File: src/hdl/ehp_pkg.sv
// Shared types and constants for the Ethernet header parser.
package ehp_pkg;

  localparam int EHP_MAX_FRAME_BYTES_DEF = 2048;
  localparam int EHP_QUEUE_DEPTH         = 2;
  localparam int EHP_OUT_DATA_W          = 280;
  localparam int EHP_KIND_W              = 3;

  localparam logic [15:0] ETH_TYPE_ARP  = 16'h0806;
  localparam logic [15:0] ETH_TYPE_IPV4 = 16'h0800;
  localparam logic [7:0]  IP_PROTO_UDP  = 8'h11;
  localparam logic [7:0]  IP_PROTO_TCP  = 8'h06;

  localparam logic [EHP_KIND_W-1:0] KIND_OTHER     = 3'd0;
  localparam logic [EHP_KIND_W-1:0] KIND_ARP       = 3'd1;
  localparam logic [EHP_KIND_W-1:0] KIND_UDP       = 3'd2;
  localparam logic [EHP_KIND_W-1:0] KIND_TCP_MQTT  = 3'd3;
  localparam logic [EHP_KIND_W-1:0] KIND_TCP_OTHER = 3'd4;
  localparam logic [EHP_KIND_W-1:0] KIND_IPV4      = 3'd5;

  // Raw per-frame capture handed from front to back.
  typedef struct packed {
    logic [47:0] dest_mac;
    logic [47:0] src_mac;
    logic [15:0] ether_type;
    logic [15:0] arp_opcode;
    logic [31:0] peer_ip;
    logic [31:0] target_ip;
    logic [7:0]  protocol;
    logic [47:0] udp_fields;
    logic [7:0]  mqtt_byte;
    logic [31:0] tail;
    logic        len_ge4;
    logic        len_ge34;
    logic        len_ge42;
  } frame_rec_t;

endpackage

File: src/hdl/ehp_front.sv
// Byte capture front end: tracks position, captures header fields, emits one record per frame.
module ehp_front import ehp_pkg::*; #(
  parameter int MAX_FRAME_BYTES = EHP_MAX_FRAME_BYTES_DEF
) (
  input  logic       clk,
  input  logic       rst_n,
  input  logic       byte_accept,
  input  logic [7:0] data_byte,
  input  logic       last_byte,
  output logic       rec_push,
  output frame_rec_t rec_data
);

  localparam int POS_W = $clog2(MAX_FRAME_BYTES + 1);

  logic [POS_W-1:0] pos_r, pos_nxt;
  logic [47:0] dest_mac_r, dest_mac_nxt;
  logic [47:0] src_mac_r, src_mac_nxt;
  logic [15:0] ether_type_r, ether_type_nxt;
  logic [15:0] arp_opcode_r, arp_opcode_nxt;
  logic [31:0] peer_ip_r, peer_ip_nxt;
  logic [31:0] target_ip_r, target_ip_nxt;
  logic [7:0]  protocol_r, protocol_nxt;
  logic [3:0]  ihl_r, ihl_nxt;
  logic [47:0] udp_r, udp_nxt;
  logic [7:0]  mqtt_r, mqtt_nxt;
  logic [31:0] tail_r, tail_nxt;
  logic [6:0]  udp_start;
  logic [POS_W-1:0] udp_lo;
  logic [POS_W-1:0] udp_hi;

  always_comb begin
    pos_nxt        = pos_r;
    dest_mac_nxt   = dest_mac_r;
    src_mac_nxt    = src_mac_r;
    ether_type_nxt = ether_type_r;
    arp_opcode_nxt = arp_opcode_r;
    peer_ip_nxt    = peer_ip_r;
    target_ip_nxt  = target_ip_r;
    protocol_nxt   = protocol_r;
    ihl_nxt        = ihl_r;
    udp_nxt        = udp_r;
    mqtt_nxt       = mqtt_r;
    tail_nxt       = {data_byte, tail_r[31:8]};

    if ((pos_r == POS_W'(14)) && (ether_type_r == ETH_TYPE_IPV4)) begin
      ihl_nxt = data_byte[3:0];
    end
    // IHL written on byte 14 applies to that same byte
    udp_start = 7'd14 + {1'b0, ihl_nxt, 2'b00};
    udp_lo    = POS_W'(udp_start);
    udp_hi    = POS_W'(udp_start) + POS_W'(6);

    if (pos_r < POS_W'(MAX_FRAME_BYTES)) begin
      pos_nxt = pos_r + POS_W'(1);
      if (pos_r < POS_W'(6)) begin
        dest_mac_nxt = {dest_mac_r[39:0], data_byte};
      end else if (pos_r < POS_W'(12)) begin
        src_mac_nxt = {src_mac_r[39:0], data_byte};
      end else if (pos_r < POS_W'(14)) begin
        ether_type_nxt = {ether_type_r[7:0], data_byte};
      end else if (ether_type_r == ETH_TYPE_ARP) begin
        if ((pos_r == POS_W'(20)) || (pos_r == POS_W'(21))) begin
          arp_opcode_nxt = {arp_opcode_r[7:0], data_byte};
        end else if ((pos_r >= POS_W'(28)) && (pos_r <= POS_W'(31))) begin
          peer_ip_nxt = {peer_ip_r[23:0], data_byte};
        end else if ((pos_r >= POS_W'(38)) && (pos_r <= POS_W'(41))) begin
          target_ip_nxt = {target_ip_r[23:0], data_byte};
        end
      end else if (ether_type_r == ETH_TYPE_IPV4) begin
        if (pos_r == POS_W'(23)) begin
          protocol_nxt = data_byte;
        end
        if ((pos_r >= POS_W'(26)) && (pos_r <= POS_W'(29))) begin
          peer_ip_nxt = {peer_ip_r[23:0], data_byte};
        end
        if ((pos_r >= POS_W'(30)) && (pos_r <= POS_W'(33))) begin
          target_ip_nxt = {target_ip_r[23:0], data_byte};
        end
        if ((pos_r >= udp_lo) && (pos_r < udp_hi)) begin
          udp_nxt = {udp_r[39:0], data_byte};
        end
      end
      if (pos_r == POS_W'(54)) begin
        mqtt_nxt = data_byte;
      end
    end
  end

  assign rec_push            = byte_accept && last_byte;
  assign rec_data.dest_mac   = dest_mac_nxt;
  assign rec_data.src_mac    = src_mac_nxt;
  assign rec_data.ether_type = ether_type_nxt;
  assign rec_data.arp_opcode = arp_opcode_nxt;
  assign rec_data.peer_ip    = peer_ip_nxt;
  assign rec_data.target_ip  = target_ip_nxt;
  assign rec_data.protocol   = protocol_nxt;
  assign rec_data.udp_fields = udp_nxt;
  assign rec_data.mqtt_byte  = mqtt_nxt;
  assign rec_data.tail       = tail_nxt;
  assign rec_data.len_ge4    = pos_nxt >= POS_W'(4);
  assign rec_data.len_ge34   = pos_nxt >= POS_W'(34);
  assign rec_data.len_ge42   = pos_nxt >= POS_W'(42);

  always_ff @(posedge clk) begin
    if (!rst_n || (byte_accept && last_byte)) begin
      pos_r        <= '0;
      dest_mac_r   <= '0;
      src_mac_r    <= '0;
      ether_type_r <= '0;
      arp_opcode_r <= '0;
      peer_ip_r    <= '0;
      target_ip_r  <= '0;
      protocol_r   <= '0;
      ihl_r        <= '0;
      udp_r        <= '0;
      mqtt_r       <= '0;
      tail_r       <= '0;
    end else if (byte_accept) begin
      pos_r        <= pos_nxt;
      dest_mac_r   <= dest_mac_nxt;
      src_mac_r    <= src_mac_nxt;
      ether_type_r <= ether_type_nxt;
      arp_opcode_r <= arp_opcode_nxt;
      peer_ip_r    <= peer_ip_nxt;
      target_ip_r  <= target_ip_nxt;
      protocol_r   <= protocol_nxt;
      ihl_r        <= ihl_nxt;
      udp_r        <= udp_nxt;
      mqtt_r       <= mqtt_nxt;
      tail_r       <= tail_nxt;
    end
  end

endmodule

File: src/hdl/ehp_queue.sv
// Short record queue between the capture front end and the summary back end.
module ehp_queue import ehp_pkg::*; #(
  parameter int DEPTH = EHP_QUEUE_DEPTH
) (
  input  logic       clk,
  input  logic       rst_n,
  input  logic       push,
  input  frame_rec_t push_data,
  output logic       full,
  input  logic       pop,
  output logic       not_empty,
  output frame_rec_t head_data
);

  localparam int PTR_W = (DEPTH > 1) ? $clog2(DEPTH) : 1;
  localparam int CNT_W = $clog2(DEPTH + 1);

  frame_rec_t       mem_r [DEPTH];
  logic [PTR_W-1:0] wr_ptr_r, rd_ptr_r;
  logic [CNT_W-1:0] cnt_r;
  logic             do_push, do_pop;

  assign full      = cnt_r == CNT_W'(DEPTH);
  assign not_empty = cnt_r != '0;
  assign do_push   = push && !full;
  assign do_pop    = pop && not_empty;
  assign head_data = mem_r[rd_ptr_r];

  always_ff @(posedge clk) begin
    if (do_push) begin
      mem_r[wr_ptr_r] <= push_data;
    end
  end

  always_ff @(posedge clk) begin
    if (!rst_n) begin
      wr_ptr_r <= '0;
      rd_ptr_r <= '0;
      cnt_r    <= '0;
    end else begin
      if (do_push) begin
        wr_ptr_r <= (wr_ptr_r == PTR_W'(DEPTH - 1)) ? '0 : wr_ptr_r + PTR_W'(1);
      end
      if (do_pop) begin
        rd_ptr_r <= (rd_ptr_r == PTR_W'(DEPTH - 1)) ? '0 : rd_ptr_r + PTR_W'(1);
      end
      if (do_push && !do_pop) begin
        cnt_r <= cnt_r + CNT_W'(1);
      end else if (do_pop && !do_push) begin
        cnt_r <= cnt_r - CNT_W'(1);
      end
    end
  end

endmodule

File: src/hdl/ehp_back.sv
// Summary back end: classifies a frame record, masks fields, holds the output word.
module ehp_back import ehp_pkg::*; (
  input  logic                      clk,
  input  logic                      rst_n,
  input  logic                      rec_valid,
  input  frame_rec_t                rec,
  output logic                      rec_pop,
  output logic                      out_tvalid,
  input  logic                      out_tready,
  output logic [EHP_OUT_DATA_W-1:0] out_tdata,
  output logic [EHP_KIND_W-1:0]     out_tuser
);

  logic                      valid_r;
  logic [EHP_OUT_DATA_W-1:0] data_r, data_nxt;
  logic [EHP_KIND_W-1:0]     kind_r, kind_nxt;
  logic                      is_arp, is_ipv4, is_udp, is_mqtt;

  always_comb begin
    is_arp  = (rec.ether_type == ETH_TYPE_ARP) && rec.len_ge42;
    is_ipv4 = (rec.ether_type == ETH_TYPE_IPV4) && rec.len_ge34;
    is_udp  = is_ipv4 && (rec.protocol == IP_PROTO_UDP) && rec.len_ge42;

    unique case (rec.mqtt_byte[7:4])
      4'd1, 4'd2, 4'd3, 4'd8, 4'd9, 4'd12, 4'd13, 4'd14: is_mqtt = 1'b1;
      default:                                          is_mqtt = 1'b0;
    endcase

    priority if (is_arp) begin
      kind_nxt = KIND_ARP;
    end else if (!is_ipv4) begin
      kind_nxt = KIND_OTHER;
    end else if (is_udp) begin
      kind_nxt = KIND_UDP;
    end else if (rec.protocol == IP_PROTO_TCP) begin
      kind_nxt = is_mqtt ? KIND_TCP_MQTT : KIND_TCP_OTHER;
    end else begin
      kind_nxt = KIND_IPV4;
    end

    data_nxt = {
      rec.len_ge4 ? rec.tail : 32'd0,
      is_udp ? rec.udp_fields : 48'd0,
      is_ipv4 ? rec.protocol : 8'd0,
      (is_arp || is_ipv4) ? rec.target_ip : 32'd0,
      (is_arp || is_ipv4) ? rec.peer_ip : 32'd0,
      is_arp ? rec.arp_opcode : 16'd0,
      rec.ether_type,
      rec.src_mac,
      rec.dest_mac
    };
  end

  assign rec_pop    = rec_valid && (!valid_r || out_tready);
  assign out_tvalid = valid_r;
  assign out_tdata  = data_r;
  assign out_tuser  = kind_r;

  always_ff @(posedge clk) begin
    if (!rst_n) begin
      valid_r <= 1'b0;
    end else if (rec_pop) begin
      valid_r <= 1'b1;
    end else if (out_tready) begin
      valid_r <= 1'b0;
    end
  end

  always_ff @(posedge clk) begin
    if (rec_pop) begin
      data_r <= data_nxt;
      kind_r <= kind_nxt;
    end
  end

endmodule

File: src/hdl/ethernet_header_parser.sv
// Ethernet header parser: bytes in, one summary word per frame out.
// Throughput: one byte word per cycle while in_tready is high, no gaps between frames.
// A frame's summary goes into the queue with its last byte, then into the output register.
// A two-record queue and the output register let input flow under stall until the queue fills.
// Reset (rst_n low, synchronous) clears the byte position, all captures and the queue.
module ethernet_header_parser import ehp_pkg::*; #(
  parameter int MAX_FRAME_BYTES = EHP_MAX_FRAME_BYTES_DEF
) (
  input  logic                      clk,
  input  logic                      rst_n,
  input  logic                      in_tvalid,
  output logic                      in_tready,
  input  logic [7:0]                in_tdata,   // [7:0] data_byte
  input  logic                      in_tlast,
  output logic                      out_tvalid,
  input  logic                      out_tready,
  // [47:0] dest_mac, [95:48] src_mac, [111:96] ether_type, [127:112] arp_opcode,
  // [159:128] peer_ip, [191:160] target_ip, [199:192] ip_protocol,
  // [215:200] udp_length, [231:216] dst_port, [247:232] src_port, [279:248] frame_check
  output logic [EHP_OUT_DATA_W-1:0] out_tdata,
  output logic [EHP_KIND_W-1:0]     out_tuser   // [2:0] frame_kind
);

  logic       q_full, q_not_empty, push, pop;
  frame_rec_t push_rec, head_rec;

  assign in_tready = !q_full;

  ehp_front #(
    .MAX_FRAME_BYTES(MAX_FRAME_BYTES)
  ) u_front (
    .clk        (clk),
    .rst_n      (rst_n),
    .byte_accept(in_tvalid && in_tready),
    .data_byte  (in_tdata),
    .last_byte  (in_tlast),
    .rec_push   (push),
    .rec_data   (push_rec)
  );

  ehp_queue #(
    .DEPTH(EHP_QUEUE_DEPTH)
  ) u_queue (
    .clk      (clk),
    .rst_n    (rst_n),
    .push     (push),
    .push_data(push_rec),
    .full     (q_full),
    .pop      (pop),
    .not_empty(q_not_empty),
    .head_data(head_rec)
  );

  ehp_back u_back (
    .clk       (clk),
    .rst_n     (rst_n),
    .rec_valid (q_not_empty),
    .rec       (head_rec),
    .rec_pop   (pop),
    .out_tvalid(out_tvalid),
    .out_tready(out_tready),
    .out_tdata (out_tdata),
    .out_tuser (out_tuser)
  );

endmodule
File: config.mk
export PLATFORM = sky130hd
export DESIGN_NAME = ethernet_header_parser
export DESIGN_NICKNAME = d
export VERILOG_FILES = /design/src/hdl/ehp_pkg.sv /design/src/hdl/ehp_front.sv /design/src/hdl/ehp_queue.sv /design/src/hdl/ehp_back.sv /design/src/hdl/ethernet_header_parser.sv
export SDC_FILE = /design/constraint.sdc
export NUM_CORES = 2
export LEC_CHECK = 0
export BUFFER_PORTS_ARGS = -buffer_cell sky130_fd_sc_hd__buf_2
export CAP_MARGIN = 40
export CELL_PAD_IN_SITES_DETAIL_PLACEMENT = 0
export CELL_PAD_IN_SITES_GLOBAL_PLACEMENT = 1
export CORE_MARGIN = 10
export CORE_UTILIZATION = 50
export DETAILED_ROUTE_END_ITERATION = 8
export PLACE_DENSITY = 0.81
export SYNTH_ARGS = -nofsm -noshare
export SYNTH_HDL_FRONTEND = slang
export SYNTH_SLANG_ARGS = --single-unit
File: constraint.sdc
create_clock -name clk -period 22.6 [get_ports clk]
set_clock_uncertainty 0.15 [all_clocks]
set_input_delay 2.26 -clock clk [delete_from_list [all_inputs] [get_ports clk]]
set_output_delay 2.26 -clock clk [all_outputs]
set_load 0.01 [all_outputs]
=== Word-level counts from Yosys, hierarchy flattened ===
Memories as Yosys holds them, arrays and structs flattened. A register that Yosys moved wholly into a read port is not among the register bits.
Index checks and enable logic that the tools add are counted.

* $add $sub $neg: 7
* $lt $le $gt $ge: 17
* Eq/ne operators: 12
* Muxes and demuxes: 66
* Bitwise operators: 1
* Reduce and logical (&&, ||, !) cells: 31

{| class="wikitable"
|+ Operators with widths
! operator !! count
|-
| 2-to-1 mux 32 bit || 19
|-
| 2-to-1 mux 48 bit || 12
|-
| 2-to-1 mux 16 bit || 10
|-
| 2-to-1 mux 8 bit || 9
|-
| equality test 16 x 12 -> 1 bit (second input constant) || 4
|-
| equality test 12 x 5 -> 1 bit (second input constant) || 3
|-
| >= comparator 12 x 5 -> 1 bit (second input constant) || 3
|-
| >= comparator 12 x 6 -> 1 bit (second input constant) || 3
|-
| less-or-equal comparator 12 x 5 -> 1 bit (second input constant) || 2
|-
| less-or-equal comparator 12 x 6 -> 1 bit (second input constant) || 2
|-
| < comparator 12 x 4 -> 1 bit (second input constant) || 2
|-
| logical AND 1 bit || 17
|-
| adder 12 x 1 -> 12 bit (second input constant) || 1
|-
| equality test 12 x 4 -> 1 bit (second input constant) || 1
|-
| equality test 12 x 6 -> 1 bit (second input constant) || 1
|-
| >= comparator 12 x 3 -> 1 bit (second input constant) || 1
|-
| >= comparator 12 x 7 -> 1 bit || 1
|-
| < comparator 12 bit || 1
|-
| < comparator 12 bit (second input constant) || 1
|-
| < comparator 12 x 3 -> 1 bit (second input constant) || 1
|-
| 2-to-1 mux 12 bit || 1
|-
| 2-to-1 mux 1 bit || 9
|-
| adder 7 x 3 -> 8 bit (second input constant) || 1
|-
| equality test 8 x 3 -> 1 bit (second input constant) || 1
|-
| other kinds (15) || 28
|}

* Bits in registers: 592
* RAM bits: 582
* Bits in read-only memories: 16
* Bits of input ports: 13
* Output and inout port bits: 285
* Logic and storage cells: 161
* Memories: 2

{| class="wikitable"
|+ Memory list
! memory !! words !! width !! read ports !! clocked after Yosys merged registers in !! wr ports !! RTL line !! RTL
|-
| u_queue.mem_r || 2 || 291 || 1 || 1 || 1 || ehp_queue.sv:18 || <nowiki>frame_rec_t mem_r [DEPTH];</nowiki>
|-
| (no name shown) || 16 || 1 || 1 || 0 || 0 || ehp_back.sv:24 || <nowiki>unique case (rec.mqtt_byte[7:4])</nowiki>
|}

=== Longest topological paths before layout ===
* Depth after elaboration: 14
* Mapped depth: 18
* Mapped depth without buffers: 16

=== Cells and area by module ===
Synthesis repeated with hierarchy kept, for this count alone.

* Cells, all modules: 3086
* Area, all modules: 45911.5 um2

{| class="wikitable"
|+ By module, submodules not included
! module !! times used !! cells each !! area an instance (um2) !! sequential area each (um2)
|-
| ehp_queue || 1 || 930 || 21350.5 || 17576.9
|-
| ehp_front || 1 || 1654 || 14689.1 || 5925.7
|-
| ehp_back || 1 || 500 || 9862.0 || 8518.2
|-
| ethernet_header_parser || 1 || 2 || 10.0 || 0.0
|}

=== Worst setup path before layout ===
No wires, ideal clock.

* Path kind: input to register
* From: input port out_tready
* To: register u_queue.cnt_r[1]
* Setup time: 0.076 ns
* Arrival time: 15.663 ns
* Required time: 22.374 ns
* Path slack: 6.712 ns
* Stages: 7
* Buffers on the path: 0
* Path through: nor2b_1 -> nor2_1 -> inv_1 -> ha_1 -> xor2_1 -> or3_1 -> a21boi_0

* Longest elaborated chain between the ends: 6
* Elaborated cells on any way between the ends: 8
* Those cells by class: mux (1); reduce/logical (7)

{| class="wikitable"
|+ RTL lines
! what !! RTL line !! RTL
|-
| start: declaration || ethernet_header_parser.sv:16 || <nowiki>input logic out_tready,</nowiki>
|-
| logical OR 1 bit * || ehp_back.sv:54 || <nowiki>assign rec_pop = rec_valid && (!valid_r || out_tready);</nowiki>
|-
| logical AND 1 bit * || ehp_back.sv:54 ||
|-
| via pop || ethernet_header_parser.sv:24 || <nowiki>logic q_full, q_not_empty, push, pop;</nowiki>
|-
| logical AND 1 bit * || ehp_queue.sv:26 || <nowiki>assign do_pop = pop && not_empty;</nowiki>
|-
| zero test 1 bit || ehp_queue.sv:47 || <nowiki>if (do_push && !do_pop) begin</nowiki>
|-
| logical AND 1 bit || ehp_queue.sv:47 ||
|-
| 2-to-1 mux 2 bit or nonzero test 2 bit (tied branches) || - ||
|-
| end signal: assignment || ehp_queue.sv:48 || <nowiki>cnt_r <= cnt_r + CNT_W'(1);</nowiki>
|-
| end signal: assignment || ehp_queue.sv:50 || <nowiki>cnt_r <= cnt_r - CNT_W'(1);</nowiki>
|-
| end: declaration || ehp_queue.sv:20 || <nowiki>logic [CNT_W-1:0] cnt_r;</nowiki>
|}

The timed path passes the listed nets; every way through them passes the cells marked *.
A chain may end at the register's enable or synchronous reset.

=== Final worst setup path ===
* From: input port in_tvalid
* To: memory u_queue.mem_r[0][11] in the netlist's numbering (enable)

* Longest elaborated chain between the ends: 5

{| class="wikitable"
|+ RTL lines
! what !! RTL line !! RTL
|-
| start: declaration || ethernet_header_parser.sv:11 || <nowiki>input logic in_tvalid,</nowiki>
|-
| logical AND 1 bit || ethernet_header_parser.sv:34 || <nowiki>.byte_accept(in_tvalid && in_tready),</nowiki>
|-
| logical AND 1 bit || ehp_front.sv:90 || <nowiki>assign rec_push = byte_accept && last_byte;</nowiki>
|-
| logical AND 1 bit || ehp_queue.sv:25 || <nowiki>assign do_push = push && !full;</nowiki>
|-
| 2-to-1 mux 1 bit || ehp_queue.sv:30 || <nowiki>if (do_push) begin</nowiki>
|-
| 2-to-1 mux 1 bit (implied by the code) || ehp_queue.sv:31 || <nowiki>mem_r[wr_ptr_r] <= push_data;</nowiki>
|-
| end: declaration || ehp_queue.sv:18 ||
|}

No other way between the ends.

==> key figures <==
Clock network
  – CTS tree: yes
  – Clock slew at reported path FFs: about 60 ps
  – CTS buffer count: 113
  – Post-CTS setup buffers: 0
  – H-tree Lvls: 3
  – Sink Count: 1,155
  – CTS root buf: clkbuf_16
  – Clock tree buffer depth: 3
  – Resize count post-CTS: 0
  – # hold bufs at CTS: 0
  – Worst skew pair latency: between 600 and 700 ps

Route
  – DRT Pass-1 Iters: 5
  – Via density: 5.37
  – Metal2 WL: 46,500 um
  – Drt initial violations: approximately 1,800
  – Metal-1 WL: between 40,000 and 50,000 um
  – WL per Instance: about 21 um
  – DR vias: 24,700
  – DR WL met3: just over 4000 um
  – Highest routed layer: met5
  – Drt total wl: ~97,000 um
  – DRC viols: 0
  – DRT antenna net count: 0

Critical path
  – R2R Setup Slk: between 15,000 and 20,000 ps
  – Startpoint types: input port
  – Cell depth of the worst flop-to-flop path: 12
  – Most frequent CP cell: buf_4
  – Worst Path Max Fanout: 166
  – Crit path capture: u_queue.mem_r[0][11]
  – Worst-path cell chain: buf_2 -> and2_2 -> buf_4 -> nand2_1 -> nor2_4 -> buf_12 -> buf_4 -> buf_4 -> buf_16
  – CP arrival: ~5700 ps
  – Critical Path Max Stage Delay: 790 ps
  – WP buf/inv: 6
  – Critical Path Source: in_tvalid
  – Crit. End Element: flop
  – Kind of cell adding the most delay to the critical path: buffers and inverters
  – R2R Path Start: u_front.pos_r[3]
  – Slowest-stage cell, CP: buf_4
  – WP depth: 9
  – Worst path required time: 22,790 ps
  – Worst flop-to-flop path endpoint: u_queue.mem_r[0][83]
  – Type of the worst setup path: input port to flop

Yosys
  – Post-synth EDFFs: 857
  – Ys async rst share: 0%
  – Synth warn: 0
  – Syn_area_per_cell: ~15 um^2
  – Post-synth cell types: 59
  – Seq/Total Area, Yosys: 71.3%
  – Synth Flop Type: edfxtp_1
  – Post-Syn Nets: between 3,000 and 4,000
  – Leading post-synthesis cells by cell area: edfxtp_1 (58%), dfxtp_1 (13%), mux2_2 (9.3%), mux2i_1 (6.5%), nand2_1 (3.7%)
  – Synth Register Bits: between 1,000 and 1,500
  – Synthesized cell area: 44,400 um^2
  – Synthesized instance count: slightly above 3,000
  – Synth area leader: edfxtp_1
  – Area share of the largest cell type after synthesis: between 50 and 60%

Floorplan
  – I/O pin count: approximately 300
  – Die Width: 318 um
  – Row cnt: approximately 110
  – Die area: roughly 100,000 um^2
  – Initial Utilization: between 50% and 60%
  – Core region area: around 88,000 um^2
  – Die Height: 318 um

Global routing
  – First-pass GRT wire length: 149,000 um
  – Vias in the first global route: ~25,000
  – Initial antenna violation count: 1
  – Grt ovf: 0
  – Largest net degree at the start of global routing: ~170
  – Gr usage total: a little under a fifth

Pwr
  – Comb power frac: 16.8%
  – PwrDens: ~110 nW/um^2
  – Leak: between 15 and 20 nW
  – Switching share of power: a little over a quarter
  – Int Pwr: just over 0.004 W
  – Worst vdd ir: slightly above 0.07 mV
  – P_sw: around 0.0015 W
  – Reg power frac: 48.7%
  – Tot Pwr: 0.00559 W
  – Clk pwr share: roughly a third

Placement
  – Final Wtd Congestion: just under 0.8
  – I/O Buffers: 297
  – Dpl ws: 16,010 ps
  – Detailed placer's ending HPWL: ~61,000 um

Layout
  – Antenna diodes: 0
  – Share of post-route cells with drive strength above 1: between 20% and 30%
  – Final nets: 3,370
  – Commonest cells after routing, fill and taps aside: edfxtp_1 (857), nand2_1 (435), mux2_2 (367)
  – Commonest non-fill, non-tap cell in the layout: edfxtp_1
  – FILL cells: slightly below 7,000
  – Synthesis-to-layout area growth: 15.6%

STA
  – Final Hold Viols: 0
  – Slew HR: 23.1%
  – Max-slew violations: 0
  – Min Tclk post-route: between 5000 and 6000 ps
  – F_max: 0.183 GHz
  – WHS: 301 ps
  – Setup TNS: 0 ps
  – Worst slew pin tran: 1150 ps
  – Setup Viol. Count Final: 0
  – Fin crit share: between 20% and 30%
  – Worst Slack Setup Final: ~17,000 ps
  – RSZ-0062 raised after global routing: no

Flow run
  – Max cap viols: 0

Hold path
  – Hold Crit Depth: 2
  – Hold crit path type: flop to flop
  – Hold Crit Start: u_front.src_mac_r[45]

Outcome
  – Result of the run: completed
## metrics by stage
step / util, % / std cells / area, um^2
after CTS: 58.2 / 4601 / 51300
after detailed placement: 53.7 / 4387 / 47400
after floorplan: - / 3062 / 44400
after global routing: 58.2 / 4603 / 51400
final: 58.2 / 4603 / 51400
after global placement: 53.2 / 4368 / 47000
## power by group through the flow
stage               clock [W]  sequential, W  combinational [W]
CTS                   0.00196        0.00273           0.000960
global route          0.00205        0.00275            0.00102
finish                0.00193        0.00273           0.000940
floorplan                   0        0.00299           0.000460
detailed placement          0        0.00277           0.000957
global placement            0        0.00277           0.000915
## flip-flops by register name (all words and copies together), names as in the netlist, 8 cells and up, named ones only
| signal | cells |
|---|---|
| u_back.out_tdata | 280 |
| u_front.arp_opcode_r | 16 |
| u_front.dest_mac_r | 48 |
| u_front.ether_type_r | 16 |
| u_front.peer_ip_r | 32 |
| u_front.pos_r | 12 |
| u_front.protocol_r | 8 |
| u_front.src_mac_r | 48 |
| u_front.tail_r | 24 |
| u_front.target_ip_r | 32 |
| u_front.udp_r | 48 |
| u_queue.mem_r | 574 |
## worst min path at each step
stage / end
floorplan: u_queue.mem_r[0][10]
global placement: u_front.peer_ip_r[27]
detailed placement: u_front.src_mac_r[45]
CTS: u_front.src_mac_r[45]
global route: u_front.src_mac_r[45]
finish: u_front.src_mac_r[45]
## layer usage
metal | global-route usage [%] | vias up
met3 | 2.97 | 152
met1 | 24.7 | 12300
met5 | 0 | -
met2 | 30.2 | 568
met4 | 6.92 | 2
li1 | - | 11700
## synth_stat cells, types with 3 or more instances
master	instances
buf_2	32
mux2i_1	287
nor4_1	12
a31oi_1	3
nand2b_1	5
o211ai_1	5
nand4_1	9
or3_1	9
nor4b_1	3
a2111oi_0	3
edfxtp_1	857
nor3_1	16
ha_1	18
nor2_1	248
xor2_1	17
a21o_1	7
nor2b_1	7
buf_1	14
or2_2	3
clkbuf_1	132
inv_1	9
mux2_2	367
and3_1	4
xnor2_1	6
nand3_1	13
nand2_1	438
a21oi_1	174
buf_6	4
nor3b_1	3
or4_1	6
and2_1	8
o21ai_0	12
dfxtp_1	298
## cell type report
type | instances | area (um^2) | share of cell area [%]
sequential | 1155 | 31700 | 61.7
multi-input combinational | 1714 | 12100 | 23.5
clock buffer | 155 | 3250 | 6.33
timing repair buffer | 345 | 2200 | 4.28
tap | 1165 | 1460 | 2.84
clock inverter | 59 | 651 | 1.27
inverter | 10 | 37.5 | 0.0731
## worst reg2reg max path: cells and delay by family, from the launching register on
family                     cells  cell delay, ps
and+or+nand+nor                3            1160
buffers and inverters          1             550
DFF                            1             800
AOI/OAI and AO/OA              4             550
muxes                          2             910
adders and majority gates      2             710
## cell families after synthesis
logic type | Yosys count | share of synthesized area, %
AO/OA/AOI/OAI | 219 | 2.66
XOR/XNOR | 23 | 0.453
adder cells (fa/ha/maj) | 19 | 0.529
buffers and inverters | 193 | 1.80
flip-flops | 1155 | 71.3
multiplexers | 654 | 15.8
other | 1 | 0.00844
AND/OR/NAND/NOR | 798 | 7.47
No activity file was read; power rests on OpenSTA's default activity.
